### src/hw/rtl/mips_subset_execute_unit_macros.svh
// Assertion macros shared by the execute unit RTL
`ifndef MIPS_SUBSET_EXECUTE_UNIT_MACROS_SVH
`define MIPS_SUBSET_EXECUTE_UNIT_MACROS_SVH

// same-cycle implication
`define MSEU_ASSERT_NOW(label, ante, cons, msg) \
    label: assert property (@(posedge i_clk) disable iff (!i_rst_n) (ante) |-> (cons)) \
        else $error(msg);

// next-cycle implication
`define MSEU_ASSERT_NEXT(label, ante, cons, msg) \
    label: assert property (@(posedge i_clk) disable iff (!i_rst_n) (ante) |=> (cons)) \
        else $error(msg);

`endif

### src/hw/rtl/mseu_pkg.sv
// Package: opcodes, status codes and shared types of the execute unit
`default_nettype none
package mseu_pkg;
    localparam int unsigned MEM_WORDS_DEF = 1024;
    localparam int unsigned NUM_REGS      = 32;
    localparam int unsigned XLEN          = 32;

    localparam logic [3:0] OP_ADDI = 4'd0;
    localparam logic [3:0] OP_ADD  = 4'd1;
    localparam logic [3:0] OP_SUB  = 4'd2;
    localparam logic [3:0] OP_AND  = 4'd3;
    localparam logic [3:0] OP_OR   = 4'd4;
    localparam logic [3:0] OP_XOR  = 4'd5;
    localparam logic [3:0] OP_SLT  = 4'd6;
    localparam logic [3:0] OP_SLL  = 4'd7;
    localparam logic [3:0] OP_SRL  = 4'd8;
    localparam logic [3:0] OP_LW   = 4'd9;
    localparam logic [3:0] OP_SW   = 4'd10;
    localparam logic [3:0] OP_MULT = 4'd11;
    localparam logic [3:0] OP_DIV  = 4'd12;
    localparam logic [3:0] OP_MFHI = 4'd13;
    localparam logic [3:0] OP_MFLO = 4'd14;

    localparam logic [1:0] ST_OK   = 2'd0;
    localparam logic [1:0] ST_DIVZ = 2'd1;
    localparam logic [1:0] ST_ADDR = 2'd2;

    // request to the multiply/divide unit
    typedef struct packed {
        logic start;
        logic is_div;
    } t_md_req;
endpackage
`default_nettype wire

### src/hw/rtl/mseu_muldiv.sv
// Iterative signed multiply / divide sharing one 33-bit adder
`default_nettype none
module mseu_muldiv (
    input  wire logic             i_clk,
    input  wire logic             i_rst_n,
    input  wire mseu_pkg::t_md_req i_req,
    input  wire logic [31:0]      i_a,
    input  wire logic [31:0]      i_b,
    output logic                  o_done,
    output logic [31:0]           o_hi,
    output logic [31:0]           o_lo
);
    localparam logic [1:0] PH_IDLE = 2'd0;
    localparam logic [1:0] PH_RUN  = 2'd1;
    localparam logic [1:0] PH_FIX  = 2'd2;

    logic [1:0]  r_phase;
    logic [4:0]  r_cnt;
    logic        r_div, r_neg_q, r_neg_r;
    logic [31:0] r_hi, r_lo, r_mb;
    logic        r_done;

    logic [31:0] ma, mb;
    logic [32:0] opx, opy;
    logic [33:0] sum;
    logic [63:0] prod_neg;

    assign ma = i_a[31] ? (32'd0 - i_a) : i_a;
    assign mb = i_b[31] ? (32'd0 - i_b) : i_b;

    // divide: trial subtract of the shifted remainder; multiply: conditional add
    always_comb begin
        if (r_div) begin
            opx = {r_hi, r_lo[31]};
            opy = ~{1'b0, r_mb};
        end else begin
            opx = {1'b0, r_hi};
            opy = r_lo[0] ? {1'b0, r_mb} : 33'd0;
        end
        sum = {1'b0, opx} + {1'b0, opy} + {33'd0, r_div};
    end

    assign prod_neg = 64'd0 - {r_hi, r_lo};

    always_ff @(posedge i_clk) begin
        if (!i_rst_n) begin
            r_phase <= PH_IDLE;
            r_done  <= 1'b0;
            r_cnt   <= '0;
        end else begin
            r_done <= 1'b0;
            unique case (r_phase)
                PH_IDLE: begin
                    if (i_req.start) begin
                        r_phase <= PH_RUN;
                        r_cnt   <= '0;
                        r_div   <= i_req.is_div;
                        r_hi    <= '0;
                        r_lo    <= ma;
                        r_mb    <= mb;
                        r_neg_q <= i_a[31] ^ i_b[31];
                        r_neg_r <= i_a[31];
                    end
                end
                PH_RUN: begin
                    if (r_div) begin
                        r_hi <= sum[33] ? sum[31:0] : opx[31:0];
                        r_lo <= {r_lo[30:0], sum[33]};
                    end else begin
                        r_hi <= sum[32:1];
                        r_lo <= {sum[0], r_lo[31:1]};
                    end
                    r_cnt <= r_cnt + 5'd1;
                    if (r_cnt == 5'd31) begin
                        r_phase <= PH_FIX;
                    end
                end
                PH_FIX: begin
                    if (r_div) begin
                        if (r_neg_q) r_lo <= 32'd0 - r_lo;
                        if (r_neg_r) r_hi <= 32'd0 - r_hi;
                    end else if (r_neg_q) begin
                        r_hi <= prod_neg[63:32];
                        r_lo <= prod_neg[31:0];
                    end
                    r_done  <= 1'b1;
                    r_phase <= PH_IDLE;
                end
                default: r_phase <= PH_IDLE;
            endcase
        end
    end

    assign o_done = r_done;
    assign o_hi   = r_hi;
    assign o_lo   = r_lo;
endmodule
`default_nettype wire

### config.mk
export PLATFORM = sky130hd
export DESIGN_NAME = mseu_muldiv
export DESIGN_NICKNAME = d
export VERILOG_FILES = /design/src/hw/rtl/mips_subset_execute_unit_macros.svh /design/src/hw/rtl/mseu_pkg.sv /design/src/hw/rtl/mseu_muldiv.sv
export SDC_FILE = /design/constraint.sdc
export NUM_CORES = 1
export LEC_CHECK = 0
export BUFFER_PORTS_ARGS = -buffer_cell sky130_fd_sc_hd__buf_2
export CORE_AREA = 2 2 133 135
export CTS_BUF_LIST = sky130_fd_sc_hd__clkbuf_8
export CTS_CLUSTER_DIAMETER = 100
export DETAILED_ROUTE_END_ITERATION = 7
export DIE_AREA = 0 0 135 137
export PLACE_DENSITY = 0.79
export SYNTH_ARGS = -nofsm -noshare
export SYNTH_HDL_FRONTEND = slang
export SYNTH_SLANG_ARGS = --single-unit
### constraint.sdc
create_clock -name i_clk -period 6.3 [get_ports i_clk]
set_input_delay 0.63 -clock i_clk [delete_from_list [all_inputs] [get_ports i_clk]]
set_output_delay 0.63 -clock i_clk [all_outputs]
set_load 0.01 [all_outputs]
# == After elaboration in Yosys (flattened, before gate mapping) ==
# Index checks and enable logic that the tools add are counted.
# classes
n_addsub,8
n_eq_ne,8
muxes,24
n_bitwise,2
reduce_logical,8
# op_table
op,count
$mux W32,13
$pmux W32 S3,2
$sub A1 B32 Y32 const A,4
$mux W33,2
$sub A1 B64 Y64 const A,1
$add A33 B33 Y34,1
$add A34 B1 Y34,1
$not A32 Y33,1
$mux W31,1
$pmux W5 S2,1
$ne A2 B2 Y1 const B,3
$ne A3 B3 Y1 const B,2
$add A5 B1 Y5 const B,1
$eq A5 B5 Y1 const B,1
$mux W5,1
$reduce_and A5 Y1,1
$mux W2,2
$pmux W2 S2,1
$reduce_and A2 Y1,2
$reduce_and A4 Y1,1
$reduce_and A3 Y1,1
$reduce_bool A3 Y1,1
$eq A2 B1 Y1 const B,1
$eq A2 B2 Y1 const B,1
4 further kinds,4
# word_totals
register_bits,107
in_bits,68
output_inout_bits,65
word_cells,60

# == Logic depth before layout (Yosys ltp) ==
# depth
word_depth,7
mapped_depth,19
depth_no_buf,17

# == Worst setup path after synthesis ==
# No wires, ideal clock.
# synth_path
path_type,register to register
startpoint,register r_div
endpoint,register r_hi[15] (netlist: o_hi[15]) (data pin)
setup_ns,0.271
arrival_time_ns,4.233
required_ns,6.029
path_slack_ns,1.796
stages_incl_launch_ff,17
path_buffers,5
synth_period_minus_slack_ns,4.504
cell_sequence,edfxtp_1 > clkbuf_1 > clkbuf_1 > clkbuf_1 > mux2_2 > ha_1 > clkbuf_1 > a21o_1 > a2111oi_1 > nor3_1 > nor3_1 > o21ai_1 > a31oi_2 > nand2_1 > clkbuf_1 > o22ai_1 > o22ai_1
# synth_via
elab_chain_len,6
word_cells_on_any_way,8
cone_classes,2 x add/sub; 6 x mux
# synth_lines
item,line_no,text
"start, declared",mseu_muldiv.sv:19,"logic r_div, r_neg_q, r_neg_r;"
"start signal, assigned",mseu_muldiv.sv:57,r_div <= i_req.is_div;
$mux W33,mseu_muldiv.sv:33,if (r_div) begin
$add A33 B33 Y34,mseu_muldiv.sv:40,"sum = {1'b0, opx} + {1'b0, opy} + {33'd0, r_div};"
$add A34 B1 Y34,mseu_muldiv.sv:40,
$mux W32,mseu_muldiv.sv:67,r_hi <= sum[33] ? sum[31:0] : opx[31:0];
$mux W32,mseu_muldiv.sv:66,if (r_div) begin
$pmux W32 S3 *,mseu_muldiv.sv:52,unique case (r_phase)
"end signal, assigned",mseu_muldiv.sv:67,
"end signal, assigned",mseu_muldiv.sv:70,r_hi <= sum[32:1];
"end signal, assigned",mseu_muldiv.sv:81,if (r_neg_r) r_hi <= 32'd0 - r_hi;
"end, declared",mseu_muldiv.sv:20,"logic [31:0] r_hi, r_lo, r_mb;"
# Mark *: on every way between the ends. The rest lies on a longest branch, timed or not.
# A chain may end at the register's enable or synchronous reset.

# == Worst setup path in the final report ==
# layout_path
startpoint,register r_lo[0] (netlist: o_lo[0])
endpoint,register r_hi[6] (netlist: o_hi[6]) (data pin)
# layout_via
elab_chain_len,7
word_cells_on_any_way,10
cone_classes,3 x add/sub; 7 x mux
# layout_lines
item,line_no,text
"start, declared",mseu_muldiv.sv:20,
"start signal, assigned",mseu_muldiv.sv:59,r_lo <= ma;
"start signal, assigned",mseu_muldiv.sv:68,"r_lo <= {r_lo[30:0], sum[33]};"
"start signal, assigned",mseu_muldiv.sv:71,"r_lo <= {sum[0], r_lo[31:1]};"
$mux W32,mseu_muldiv.sv:38,"opy = r_lo[0] ? {1'b0, r_mb} : 33'd0;"
$mux W33,mseu_muldiv.sv:33,
$add A33 B33 Y34,mseu_muldiv.sv:40,
$add A34 B1 Y34,mseu_muldiv.sv:40,
$mux W32,mseu_muldiv.sv:67,
$mux W32,mseu_muldiv.sv:66,
$pmux W32 S3 *,mseu_muldiv.sv:52,
# Mark *: on every way between the ends. The rest lies on a longest branch, timed or not. The select of a mux whose other input is x is not followed.

==> out/qor.csv <==
metric,value,unit
pin count of the biggest net entering global routing,111,
Pint,1.259,mW
RSZ-0062 raised after global routing,no,
die width,135,um
MaxCap Viol Count,0,
Final #Nets,1406,
GRT Total Usage,29.80,%
outcome,completed,
LEAKAGE,4.230,nW
Final Cycle Share,82.46,%
Max Slew Vio Count,0,
Yosys warnings,0,
initial antenna violation count,0,
Via density,6.330,
synth cell count leaders,"116 x nor2_1, 106 x nand2_1, 105 x o21ai_0",
TritonCTS clock tree,yes,
placed cells,1508,
Post-CTS Setup Bufs,0,
first-pass GRT wire length,44150,um
CTS Hold Bufs,0,
H-tree depth,3,
register area,3133,um2
Yosys top cell area share,29.19,%
number of buffers created by CTS,9,
routability cong.,0.9913,
peak supply drop,132.3,uV
fillers,1509,
Syn Std Cell Area,10180,um2
vias in the first global route,8676,
critical path arrival,5320,ps
antenna-violating nets left,0,
Pre-Repair DR Iteration Count,5,
area delta synth->final,9.631,%
# rows,48,
share of cells above drive strength 1,16.55,%
syn nets,1316,
final setup vio count,0,
PD cells,180.3,nW/um2
worst-margin pin slew,1158,ps
Seq cells post-synth,107,
# diodes,0,
combinational power share,34.1,%
clk root buf,clkbuf_8,
Synth area leaders,"edfxtp_1 29%, xnor2_1 8.1%, ha_1 5.2%",
switching share of power,37.46,%
Routed WL per cell,18.16,um
CP top delay family,compound AO/OA/AOI/OAI gates,
Gate Count Post-Synth,1204,
most frequent cell after synthesis,nor2_1,
Vias,9647,
Non-Filler Instances,1524,
Worst Hold Slack,437.0,ps
setup TNS,0,ps
startpoint types,register,
Initial DRC Count,1161,
Ports,133,
skew final,19.01,ps
clk buf depth,2,
CP Cell Sequence,"inv_1, nor2_2, buf_4, nand2_1, o21ai_0, ha_1, a21o_1, a2111oi_1, nor3_1, nor3_1, o21ai_1, a31oi_2, nand3_1, o22ai_1, o22ai_1",
"Top FF cell, synth",edfxtp_1,
Max Clock Freq,192.5,MHz
switching power,754.1,uW
Post-synth EDFFs,99,
worst stage delay on the critical path,670,ps
Worst EP required,6420,ps
Flop pwr share,45.3,%
HPWL Detailed,20250,um
clock share of power,20.6,%
slowest CP cell,nand3_1,
die area,18500,um2
Hold Fails Final Rpt,0,
clock sink total,107,
WL final,27670,um
Yosys top cell by area,edfxtp_1,
ys async rst share,0,%
CP max FO,25,
slew margin rel.,22.62,%
Clock transition at path regs,110,ps
type of the most critical hold path,in2reg,
gr ovfl total,0,
Crit Path Class,reg2reg,
multi-input logic area,6709,um2
synthesized area per cell,8.459,um2
WP buf/inv,2,
Core ar.,17060,um2
total power,2.013,mW
DRC errors left,0,
number of port buffers,132,
Starting Density,59.71,%
"Distinct cells, synth",78,
clk_lat worst skew,410,ps
Die Height,137,um
post_cts resized,0,
CP endpoint kind,register,
sequential fraction of the synthesis area,30.76,%
crit path time final,5195,ps
## cells by family (layout without fill, tap and decap cells)
kind of cell / count (synthesis) / after routing / share of synthesized area, %
xor gates and xnor gates: 136 / 136 / 11.77
and+or+nand+nor: 403 / 403 / 19.95
adders and majority gates: 44 / 44 / 5.553
muxes: 65 / 65 / 6.781
buffers and inverters: 96 / 191 / 3.636
AOI/OAI and AO/OA: 353 / 353 / 21.55
DFF: 107 / 107 / 30.76
## power by group through the flow
stage | logic, mW | clock network, mW | registers (mW)
2_1_floorplan | 0.477 | 0 | 0.919
4_1_cts | 0.675 | 0.417 | 0.911
3_3_place_gp | 0.661 | 0 | 0.924
3_5_place_dp | 0.672 | 0 | 0.927
5_1_grt | 0.757 | 0.444 | 0.920
6_report | 0.686 | 0.414 | 0.913
## cell usage in the layout (no fill, tap or decap), types with 8 or more instances in the layout
| cell type | n |
|---|---|
| mux2i_1 | 33 |
| ha_1 | 41 |
| nor4_1 | 20 |
| xnor2_1 | 94 |
| o21ai_0 | 105 |
| inv_1 | 32 |
| nor2_1 | 115 |
| or4_1 | 15 |
| o221ai_1 | 11 |
| xor2_1 | 41 |
| dfxtp_1 | 8 |
| o22ai_1 | 34 |
| nand4_1 | 9 |
| a21o_1 | 20 |
| o31ai_1 | 21 |
| nor3_1 | 38 |
| nand2b_1 | 22 |
| clkbuf_8 | 9 |
| o41ai_1 | 12 |
| buf_2 | 132 |
| buf_4 | 10 |
| mux2_2 | 32 |
| a21oi_1 | 88 |
| edfxtp_1 | 99 |
| a211oi_1 | 8 |
| or3_1 | 14 |
| nand2_1 | 106 |
| nand3_1 | 16 |
## sequential cells by signal, summed over array words and instances, names as in the netlist
register,count
r_mb,32
r_div,1
r_neg_q,1
o_done,1
o_hi,32
r_cnt,5
r_phase,2
o_lo,32
r_neg_r,1
## stage by stage
step	util [%]	area (um2)	setup WS (ps)
4_1_cts	65.46	11170	1279
5_1_grt	65.46	11170	694.9
3_3_place_gp	64.49	11000	1438
6_report	65.46	11170	1105
3_5_place_dp	64.49	11000	1262
2_1_floorplan	-	10180	1796
## final timing paths
kind | from | end | slack (ps) | cells past startpoint
max | o_lo[0] | o_hi[6] | 1110 | 15
min | i_b[0] | r_mb[0] | 440 | 1
max reg2reg | o_lo[0] | o_hi[6] | 1110 | 15
min reg2reg | r_cnt[4] | r_cnt[4] | 520 | 2
## area by class of cell
cell class                 count  share of cell area, %
sequential                   107                  28.06
tap                          225                  2.521
multi-input combinational   1001                  60.09
clock buffer                   9                  1.109
inverter                      32                  1.076
timing repair buffer         143                  6.768
clock inverter                 7                 0.3810
## layer usage
metal	share of wire, %	routed length, um	vias up	GRT usage, %
met2	45	12430	424	46.87
met4	2.0	559	0	8.391
met3	9.2	2559	41	6.148
met5	0	0	-	0
met1	44	12120	4510	41.75
li1	-	-	4672	-
## worst reg2reg max path, cell delays in order, from the launching register on
cell,delay [ps]
edfxtp_1,480
inv_1,150
nor2_2,300
buf_4,310
nand2_1,80
o21ai_0,90
ha_1,340
a21o_1,220
a2111oi_1,610
nor3_1,160
nor3_1,340
o21ai_1,240
a31oi_2,340
nand3_1,670
o22ai_1,480
o22ai_1,110
(Power assumes the default switching activity.)
