File: src/hw/rtl/mips_subset_execute_unit_macros.svh
// Assertion macros shared by the execute unit RTL
`ifndef MIPS_SUBSET_EXECUTE_UNIT_MACROS_SVH
`define MIPS_SUBSET_EXECUTE_UNIT_MACROS_SVH

// same-cycle implication
`define MSEU_ASSERT_NOW(label, ante, cons, msg) \
    label: assert property (@(posedge i_clk) disable iff (!i_rst_n) (ante) |-> (cons)) \
        else $error(msg);

// next-cycle implication
`define MSEU_ASSERT_NEXT(label, ante, cons, msg) \
    label: assert property (@(posedge i_clk) disable iff (!i_rst_n) (ante) |=> (cons)) \
        else $error(msg);

`endif

File: src/hw/rtl/mseu_ram.sv
// Generic single-write, single-read RAM with registered read data
`default_nettype none
module mseu_ram #(
    parameter int unsigned WIDTH = 32,
    parameter int unsigned DEPTH = 32
) (
    input  wire logic                     i_clk,
    input  wire logic                     i_we,
    input  wire logic [$clog2(DEPTH)-1:0] i_waddr,
    input  wire logic [WIDTH-1:0]         i_wdata,
    input  wire logic [$clog2(DEPTH)-1:0] i_raddr,
    output logic      [WIDTH-1:0]         o_rdata
);
    logic [WIDTH-1:0] r_mem [DEPTH];

    always_ff @(posedge i_clk) begin
        if (i_we) begin
            r_mem[i_waddr] <= i_wdata;
        end
        o_rdata <= r_mem[i_raddr];
    end
endmodule
`default_nettype wire

File: config.mk
export PLATFORM = sky130hd
export DESIGN_NAME = mseu_ram
export DESIGN_NICKNAME = d
export VERILOG_FILES = /design/src/hw/rtl/mips_subset_execute_unit_macros.svh /design/src/hw/rtl/mseu_ram.sv
export SDC_FILE = /design/constraint.sdc
export NUM_CORES = 1
export LEC_CHECK = 0
export ABC_AREA = 0
export CORE_MARGIN = 5
export CORE_UTILIZATION = 42
export CTS_BUF_LIST = sky130_fd_sc_hd__clkbuf_2
export CTS_CLUSTER_DIAMETER = 40
export DETAILED_ROUTE_END_ITERATION = 10
export DONT_BUFFER_PORTS = 1
export SLEW_MARGIN = 20
export SYNTH_ARGS = -nofsm -noshare
export SYNTH_HDL_FRONTEND = slang
export SYNTH_SLANG_ARGS = --single-unit
File: constraint.sdc
create_clock -name i_clk -period 3.9 [get_ports i_clk]
set_input_delay 0.78 -clock i_clk [delete_from_list [all_inputs] [get_ports i_clk]]
set_output_delay 0.78 -clock i_clk [all_outputs]
set_load 0.03 [all_outputs]
# == After elaboration in Yosys (flattened, before gate mapping) ==
# Memories as Yosys holds them, arrays and structs flattened. A register that Yosys moved wholly into a read port is not among the register bits.
# Index checks and enable logic that the tools add are counted.
# W data, S select, Z words.
# classes
mux,2
# op_table
operator,count
$mux W1,2
# word_totals
output_inout_bits,32
ramBits,1024
mem_count,1
register_bits,0
word_cells,3
# mem_list
name,words,width,read_ports,rd_ports_with_merged_regs,write_ports,line_no,source
r_mem,32,32,1,1,1,mseu_ram.sv:14,logic [WIDTH-1:0] r_mem [DEPTH];

# == Longest topological paths before layout ==
# Gate-level depths: netlist of the first run.
# logic_depth
depth_word,2
ltp_mapped,8
depth_no_buf,5

# == Worst setup path before layout of the first run ==
# No wires, ideal clock.
# synth_path
path_type,input to register
start,input port i_waddr[1]
end,"memory r_mem[12][0], enable pin"
t_arrival_ns,2.793
setup_time_ns,0.421
path_slack_ns,0.686
stages,3
cell_sequence,or3b_2 > clkbuf_1 > nor2_1
# synth_lines
item,line_no,source
start: declaration,mseu_ram.sv:9,"input wire logic [$clog2(DEPTH)-1:0] i_waddr,"
end: declaration,mseu_ram.sv:14,
# No word-level cell before the write port.

==> results of run 1 <==
-- kinds of logic (layout without fill, tap and decap cells) --
logic type             after synthesis  after routing  share of synthesized area
muxes                              512            512                      0.127
buffers and inverters              127            665                     0.0186
DFF                               1056           1056                      0.775
AOI/OAI and AO/OA                  288            288                     0.0485
and+or+nand+nor                    277            277                     0.0310
other                                0              7                          0
-- routing by layer --
layer,vias to the layer above,share of wire
met3,174,0.065
met1,11400,0.40
met5,-,0
li1,9871,-
met2,901,0.51
met4,0,0.026
-- synthesized netlist by cell type, drive strengths merged --
master and n:
edfxtp 1024, buf 79, and2b 1, nand2 98, nor3 32, a22o 64
nand3 98, or2 1, or3 1, a21oi 96, dfxtp 32, a22oi 96
mux2i 512, nand3b 5, clkbuf 48, or3b 3, nor2b 1, a31oi 32
nor2 34, nand2b 2, and2 1
-- sequential cells by signal, indices dropped and copies added (netlist names) --
name / flops
o_rdata: 32
r_mem: 1024
-- worst min-delay path, stage by stage --
cell	delay, ps
mux2i_1	150
a22o_1	150
nor3_1	80
a31oi_1	170
nand3_1	100
-- layout make-up --
cell class | count | share of cell area
diodes | 7 | 0.000379
clock buffers | 416 | 0.0451
clock inverters | 60 | 0.00686
multi-input cells | 1077 | 0.186
flip-flops and latches | 1056 | 0.680
well taps | 1265 | 0.0343
repair buffers | 189 | 0.0470
-- worst min-delay path by stage --
stage                                  from                  end  slack (ps)  cells after the start
global placement    r_mem[26][20]$_DFFE_PP_  o_rdata[20]$_DFF_P_         590                      4
CTS                              i_raddr[0]  o_rdata[12]$_DFF_P_           3                      4
floorplan           r_mem[16][10]$_DFFE_PP_  o_rdata[10]$_DFF_P_         550                      4
finish                           i_raddr[0]  o_rdata[14]$_DFF_P_         100                      5
global route                     i_raddr[0]  o_rdata[14]$_DFF_P_          40                      5
detailed placement  r_mem[10][19]$_DFFE_PP_  o_rdata[19]$_DFF_P_         580                      4
-- metrics by stage --
step	worst slack (ps)	cell area, sq um	util	hold WS (ps)
floorplan	686	40500	-	553
global placement	1090	42100	0.442	594
detailed placement	1050	42100	0.442	583
CTS	650	46100	0.484	2.73
global route	486	46200	0.484	37.6
finish	499	46200	0.485	103
-- where the power goes --
group / leakage, nW / internal (mW) / switching (mW)
Combinational: 5.09 / 0.470 / 0.727
Sequential: 9.49 / 12.6 / 0.199
Clock: 1.90 / 3.02 / 4.27
Total: 16.5 / 16.1 / 5.20
==> qor.csv, run 1 <==
stage,metric,value,unit
run_status,status,completed,
floorplan,Rows,113,
synth,"area leader, netlist",edfxtp_1,
clock_tree,CTS Sinks,1056,
worst_setup_path,Max stage delay on crit path,630,ps
worst_setup_path,Critical Path End,o_rdata[15]$_DFF_P_,
timing,# setup viols final,0,
synth,sequential-to-total area share from yosys stat,0.775,
worst_setup_path,Worst setup EP type,flip-flop,
grt,M3 GR Usage,0.0429,
grt,All-Layer GR Usage,0.203,
grt,total congestion overflow,0,
timing,period utilisation layout,0.872,
synth,Avg Synthesized Cell Area,17.9,sq um
timing,RSZ-0062 raised after global routing,no,
worst_setup_path,crit path cell chain,dlygate4sd3_1 > nor2_4 > dlygate4sd3_1 > buf_12 > nand2_1 > dlygate4sd3_1 > a31oi_1 > dlygate4sd3_1 > nand3_1 > dlygate4sd3_1,
worst_setup_path,Stages on worst setup path,10,
floorplan,io pins,76,
floorplan,Die ar.,103000,sq um
cells_and_area,Final Non-Filler Cells,4070,
clock_tree,Max Root-Sink Buffers,4,
timing,Max Fclk,0.294,GHz
floorplan,core box area,95300,sq um
synth,synthesized cell area,40500,sq um
clock_tree,setup repair bufs after CTS,0,
power_and_ir_drop,Leak Pwr,16.5,nW
detailed_routing,DR vias,22400,
min_path,Hold Path Class,primary input to flip-flop,
detailed_routing,Routed WL,106000,microns
timing,number of max-slew violations in the final report,0,
cells_and_area,fraction of layout instances using a drive strength above 1,0.203,
cells_and_area,layout net count,2652,
timing,Tmin final,3400,ps
synth,top post-synthesis cells by area,"edfxtp_1 76%, mux2i_1 13%, a22oi_1 1.8%",
cells_and_area,"commonest cells after routing, fill and taps aside","1024 x edfxtp_1, 512 x mux2i_1, 416 x clkbuf_2",
placed_design,Port Buffers,0,
grt,first-pass GRT wire length,154000,microns
clock_tree,Clock Tree Root,clkbuf_2,
worst_setup_path,"Slowest-stage cell, CP",dlygate4sd3_1,
worst_setup_path,Crit path arrival time,4600,ps
detailed_routing,WL per Instance,26.1,microns
placed_design,Final Wtd Congestion,0.797,
worst_setup_path,Reg2Reg Depth,8,
clock_tree,CTS tree,built,
floorplan,Initial Util,0.425,
detailed_routing,post-route ant nets,0,
placed_design,Detailed Place HPWL,57100,microns
timing,relative slew slack,0.303,
run,Max Cap Viol,0,
worst_setup_path,CP startpoint,i_raddr[2],
worst_setup_path,critical path class,primary input to flip-flop,
grt,vias in the first global route,23000,
worst_setup_path,Worst Path Required,5100,ps
worst_setup_path,maximum net fanout on the critical path,84,
clock_tree,# hold bufs at CTS,127,
synth,cell count after synthesis,2260,
synth,post-synth top area share,0.760,
worst_setup_path,Critical R2R Capture,o_rdata[15]$_DFF_P_,
grt,largest net degree at the start of global routing,341,
cells_and_area,multi-input logic area,8610,sq um
cells_and_area,area delta synth->final,14.0,%
grt,antenna violations before repair,3,
clock_tree,"Clk Latency, worst-skew pair",1460,ps
clock_tree,"CTS clk-pin slew, worst paths",80,ps
worst_setup_path,"reg-to-reg slack, setup",590,ps
grt,GR Util met2,0.345,
clock_tree,number of gates resized after CTS,0,
cells_and_area,"commonest non-fill, non-tap cell in the layout",edfxtp_1,
grt,routing usage on met1,0.260,
cells_and_area,Filler cells,8089,
worst_setup_path,crit-path most repeated cell,dlygate4sd3_1,
worst_setup_path,Buf/Inv on CP,6,
synth,Synth Net Count,2304,
synth,Ys Warns,0,
worst_setup_path,"CP delay by family, top",buffers and inverters,
worst_setup_path,startpoint types,primary input,
power_and_ir_drop,Power Total,21.3,mW
timing,worst slew pin tran,1040,ps
detailed_routing,1st-pass router iterations,5,
cells_and_area,Reg area,31400,sq um
timing,"Hold Violations, Final",0,
timing,Clock Skews,153,ps
timing,setup TNS,0,ps
detailed_routing,DR iter-0 viols,1916,
synth,post-synth cell types,25,
floorplan,chip height,320,microns
synth,#FFs+latches synth,1056,
clock_tree,htree depth,5,
placed_design,placed cell count,3455,
power_and_ir_drop,pwr/cell area,461,nW/um^2
grt,GRT Max-Usage Layer,met2,
clock_tree,CTS Buf Count,284,
detailed_routing,vias per cell,5.50,
floorplan,die width,320,microns
worst_setup_path,Reg2Reg Launch Point,r_mem[16][15]$_DFFE_PP_,
power_and_ir_drop,Peak VDD IR,0.000283,V
detailed_routing,DR DRC count,0,
(Power assumes the default switching activity.)
==> run 2: changes to the inputs <==
CORE_MARGIN = 1   (was 5)
==> run 2 against run 1 <==
Against the previous run: sequential power hardly changed; sequential share of layout area is 0.55 points higher; first-iteration DRC count is 3.5% higher; register-to-register slack worse by 90 ps; clock skew is 4.7 ps lower; combinational power is 6% higher; utilization is 0.39 points lower; critical path type unchanged.
==> qor.csv, run 2 (synthesis results as in run 1) <==
stage,metric,value,unit,change
timing,"Hold Violations, Final",0,,unchanged
timing,Clock Skews,148,ps,-4.68 ps
clock_tree,CTS Sinks,1056,,unchanged
clock_tree,# hold bufs at CTS,101,,-20%
floorplan,chip height,312,microns,-2.5%
detailed_routing,post-route ant nets,0,,unchanged
grt,total congestion overflow,0,,unchanged
run,Max Cap Viol,0,,unchanged
clock_tree,"CTS clk-pin slew, worst paths",100,ps,+20 ps
cells_and_area,area delta synth->final,13.1,%,
placed_design,placed cell count,3457,,+0.058%
cells_and_area,"commonest cells after routing, fill and taps aside","1024 x edfxtp_1, 512 x mux2i_1, 391 x clkbuf_2",,
detailed_routing,WL per Instance,27.6,microns,+6.0%
clock_tree,Max Root-Sink Buffers,4,,unchanged
grt,largest net degree at the start of global routing,269,,-21%
floorplan,Rows,113,,unchanged
timing,number of max-slew violations in the final report,0,,unchanged
power_and_ir_drop,Sequential Power Share,0.607,,+0.006
cells_and_area,layout net count,2618,,-1.3%
power_and_ir_drop,internal power,15.8,mW,-1.9%
detailed_routing,1st-pass router iterations,5,,unchanged
timing,setup TNS,0,ps,unchanged
worst_setup_path,Worst Path Required,5240,ps,+140 ps
timing,hold_ws,167,ps,+64.8 ps
worst_setup_path,maximum net fanout on the critical path,8,,-90%
timing,Tmin final,3640,ps,+238 ps
clock_tree,Clock Tree Root,clkbuf_2,,
cells_and_area,Top reg by flops,r_mem,,
power_and_ir_drop,switching component of the power,5.32,mW,+2.3%
floorplan,io pins,76,,unchanged
worst_setup_path,startpoint types,primary input,,
detailed_routing,DR iter-0 viols,1983,,+3.5%
timing,Max Fclk,0.275,GHz,-6.5%
run_status,status,completed,,
detailed_routing,vias per cell,5.51,,+0.14%
clock_tree,htree depth,5,,unchanged
worst_setup_path,Worst setup EP type,flip-flop,,
placed_design,pre-CTS setup slack,677,ps,-369 ps
floorplan,core box area,95300,sq um,unchanged
power_and_ir_drop,pwr/cell area,460,nW/um^2,-0.11%
floorplan,Initial Util,0.425,,unchanged
worst_setup_path,critical path class,primary input to flip-flop,,
worst_setup_path,Crit path arrival time,4980,ps,+380 ps
clock_tree,CTS tree,built,,
timing,RSZ-0062 raised after global routing,no,,
floorplan,die width,312,microns,-2.5%
timing,# setup viols final,0,,unchanged
clock_tree,CTS Buf Count,279,,-1.8%
grt,first-pass GRT wire length,158000,microns,+2.6%
power_and_ir_drop,Gate power share,0.060,,+0.004
grt,vias in the first global route,22600,,-1.9%
detailed_routing,DR vias,22100,,-1.1%
power_and_ir_drop,Peak VDD IR,0.000238,V,-16%
power_and_ir_drop,Leak Pwr,16.3,nW,-1.0%
placed_design,Final Wtd Congestion,0.849,,+6.5%
cells_and_area,Final Non-Filler Cells,4018,,-1.3%
clock_tree,"Clk Latency, worst-skew pair",1450,ps,about the same
cells_and_area,largest registers,"r_mem: 1024 flops, o_rdata: 32 flops",,
grt,All-Layer GR Usage,0.226,,+0.0235
power_and_ir_drop,switching share of power,0.252,,+0.00786
cells_and_area,number of flip-flops in the largest register,1024,,unchanged
clock_tree,number of gates resized after CTS,0,,unchanged
detailed_routing,Routed WL,111000,microns,+4.7%
timing,relative slew slack,0.269,,-0.0344
cells_and_area,Filler cells,8118,,+0.36%
worst_setup_path,"reg-to-reg slack, setup",500,ps,-90 ps
detailed_routing,DR DRC count,0,,unchanged
placed_design,Detailed Place HPWL,61300,microns,+7.4%
timing,final worst slack,262,ps,-238 ps
floorplan,Die ar.,97600,sq um,-4.9%
min_path,Hold Path Class,primary input to flip-flop,,
power_and_ir_drop,clock share of power,0.333,,-0.010
placed_design,Port Buffers,0,,unchanged
cells_and_area,fraction of layout instances using a drive strength above 1,0.200,,-0.00365
clock_tree,setup repair bufs after CTS,0,,unchanged
cells_and_area,"commonest non-fill, non-tap cell in the layout",edfxtp_1,,
grt,antenna violations before repair,8,,+5
timing,worst slew pin tran,1090,ps,+52.4 ps
timing,period utilisation layout,0.933,,+0.0610
==> run 2: changes by cell type in the layout (fill, tap and decap cells not counted), sizes merged <==
cell and change:
bufinv -2, inv -3, clkinv +5, diode +2, clkbuf -25, buf +8
dlygate4sd3 -37
==> run 2: layout make-up <==
cell class | instances | area [sq um] | area share
timing repair buffer | 160 | 1970 | 0.0431
clock inverter | 60 | 265 | 0.00579
tap | 1265 | 1580 | 0.0346
multi-input combinational | 1077 | 8610 | 0.188
sequential | 1056 | 31400 | 0.685
clock buffer | 391 | 1960 | 0.0427
antenna | 9 | 22.5 | 0.000492
==> run 2: path summary, 6_finish.rpt <==
path / from / end / cells after the start
worst max register to register: r_mem[4][10]$_DFFE_PP_ / o_rdata[10]$_DFF_P_ / 9
worst min-delay path: i_raddr[3] / o_rdata[0]$_DFF_P_ / 4
worst min register to register: r_mem[26][6]$_DFFE_PP_ / o_rdata[6]$_DFF_P_ / 4
worst max-delay path: i_raddr[1] / o_rdata[10]$_DFF_P_ / 10
==> run 2: critical path: stages <==
cell	delay, ps
dlygate4sd3_1	640
nor2_4	300
dlygate4sd3_1	1000
a22o_1	260
nor3_1	60
dlygate4sd3_1	600
a31oi_1	150
dlygate4sd3_1	580
nand3_1	60
dlygate4sd3_1	560
==> run 2: power by group through the flow <==
stage	registers [mW]	logic [mW]	clock network [mW]
after detailed placement	13.1	0.802	0
final	12.8	1.27	7.01
after CTS	12.8	1.28	7.20
after global routing	12.8	1.32	7.74
after floorplan	13.0	0.652	0
after global placement	13.1	0.809	0
==> run 2: through the flow <==
stage,instance area [sq um],total power [mW],util
after floorplan,40500,13.6,-
after global placement,42100,13.9,0.442
after detailed placement,42100,13.9,0.442
after CTS,45800,21.3,0.480
after global routing,45800,21.9,0.481
final,45800,21.1,0.481
==> run 2: per-layer routing <==
layer,global-route usage,vias up,routed length [microns]
met1,0.278,11300,43900
li1,-,9780,-
met5,0,-,13
met3,0.0500,212,6720
met4,0.117,2,4850
met2,0.376,845,55500
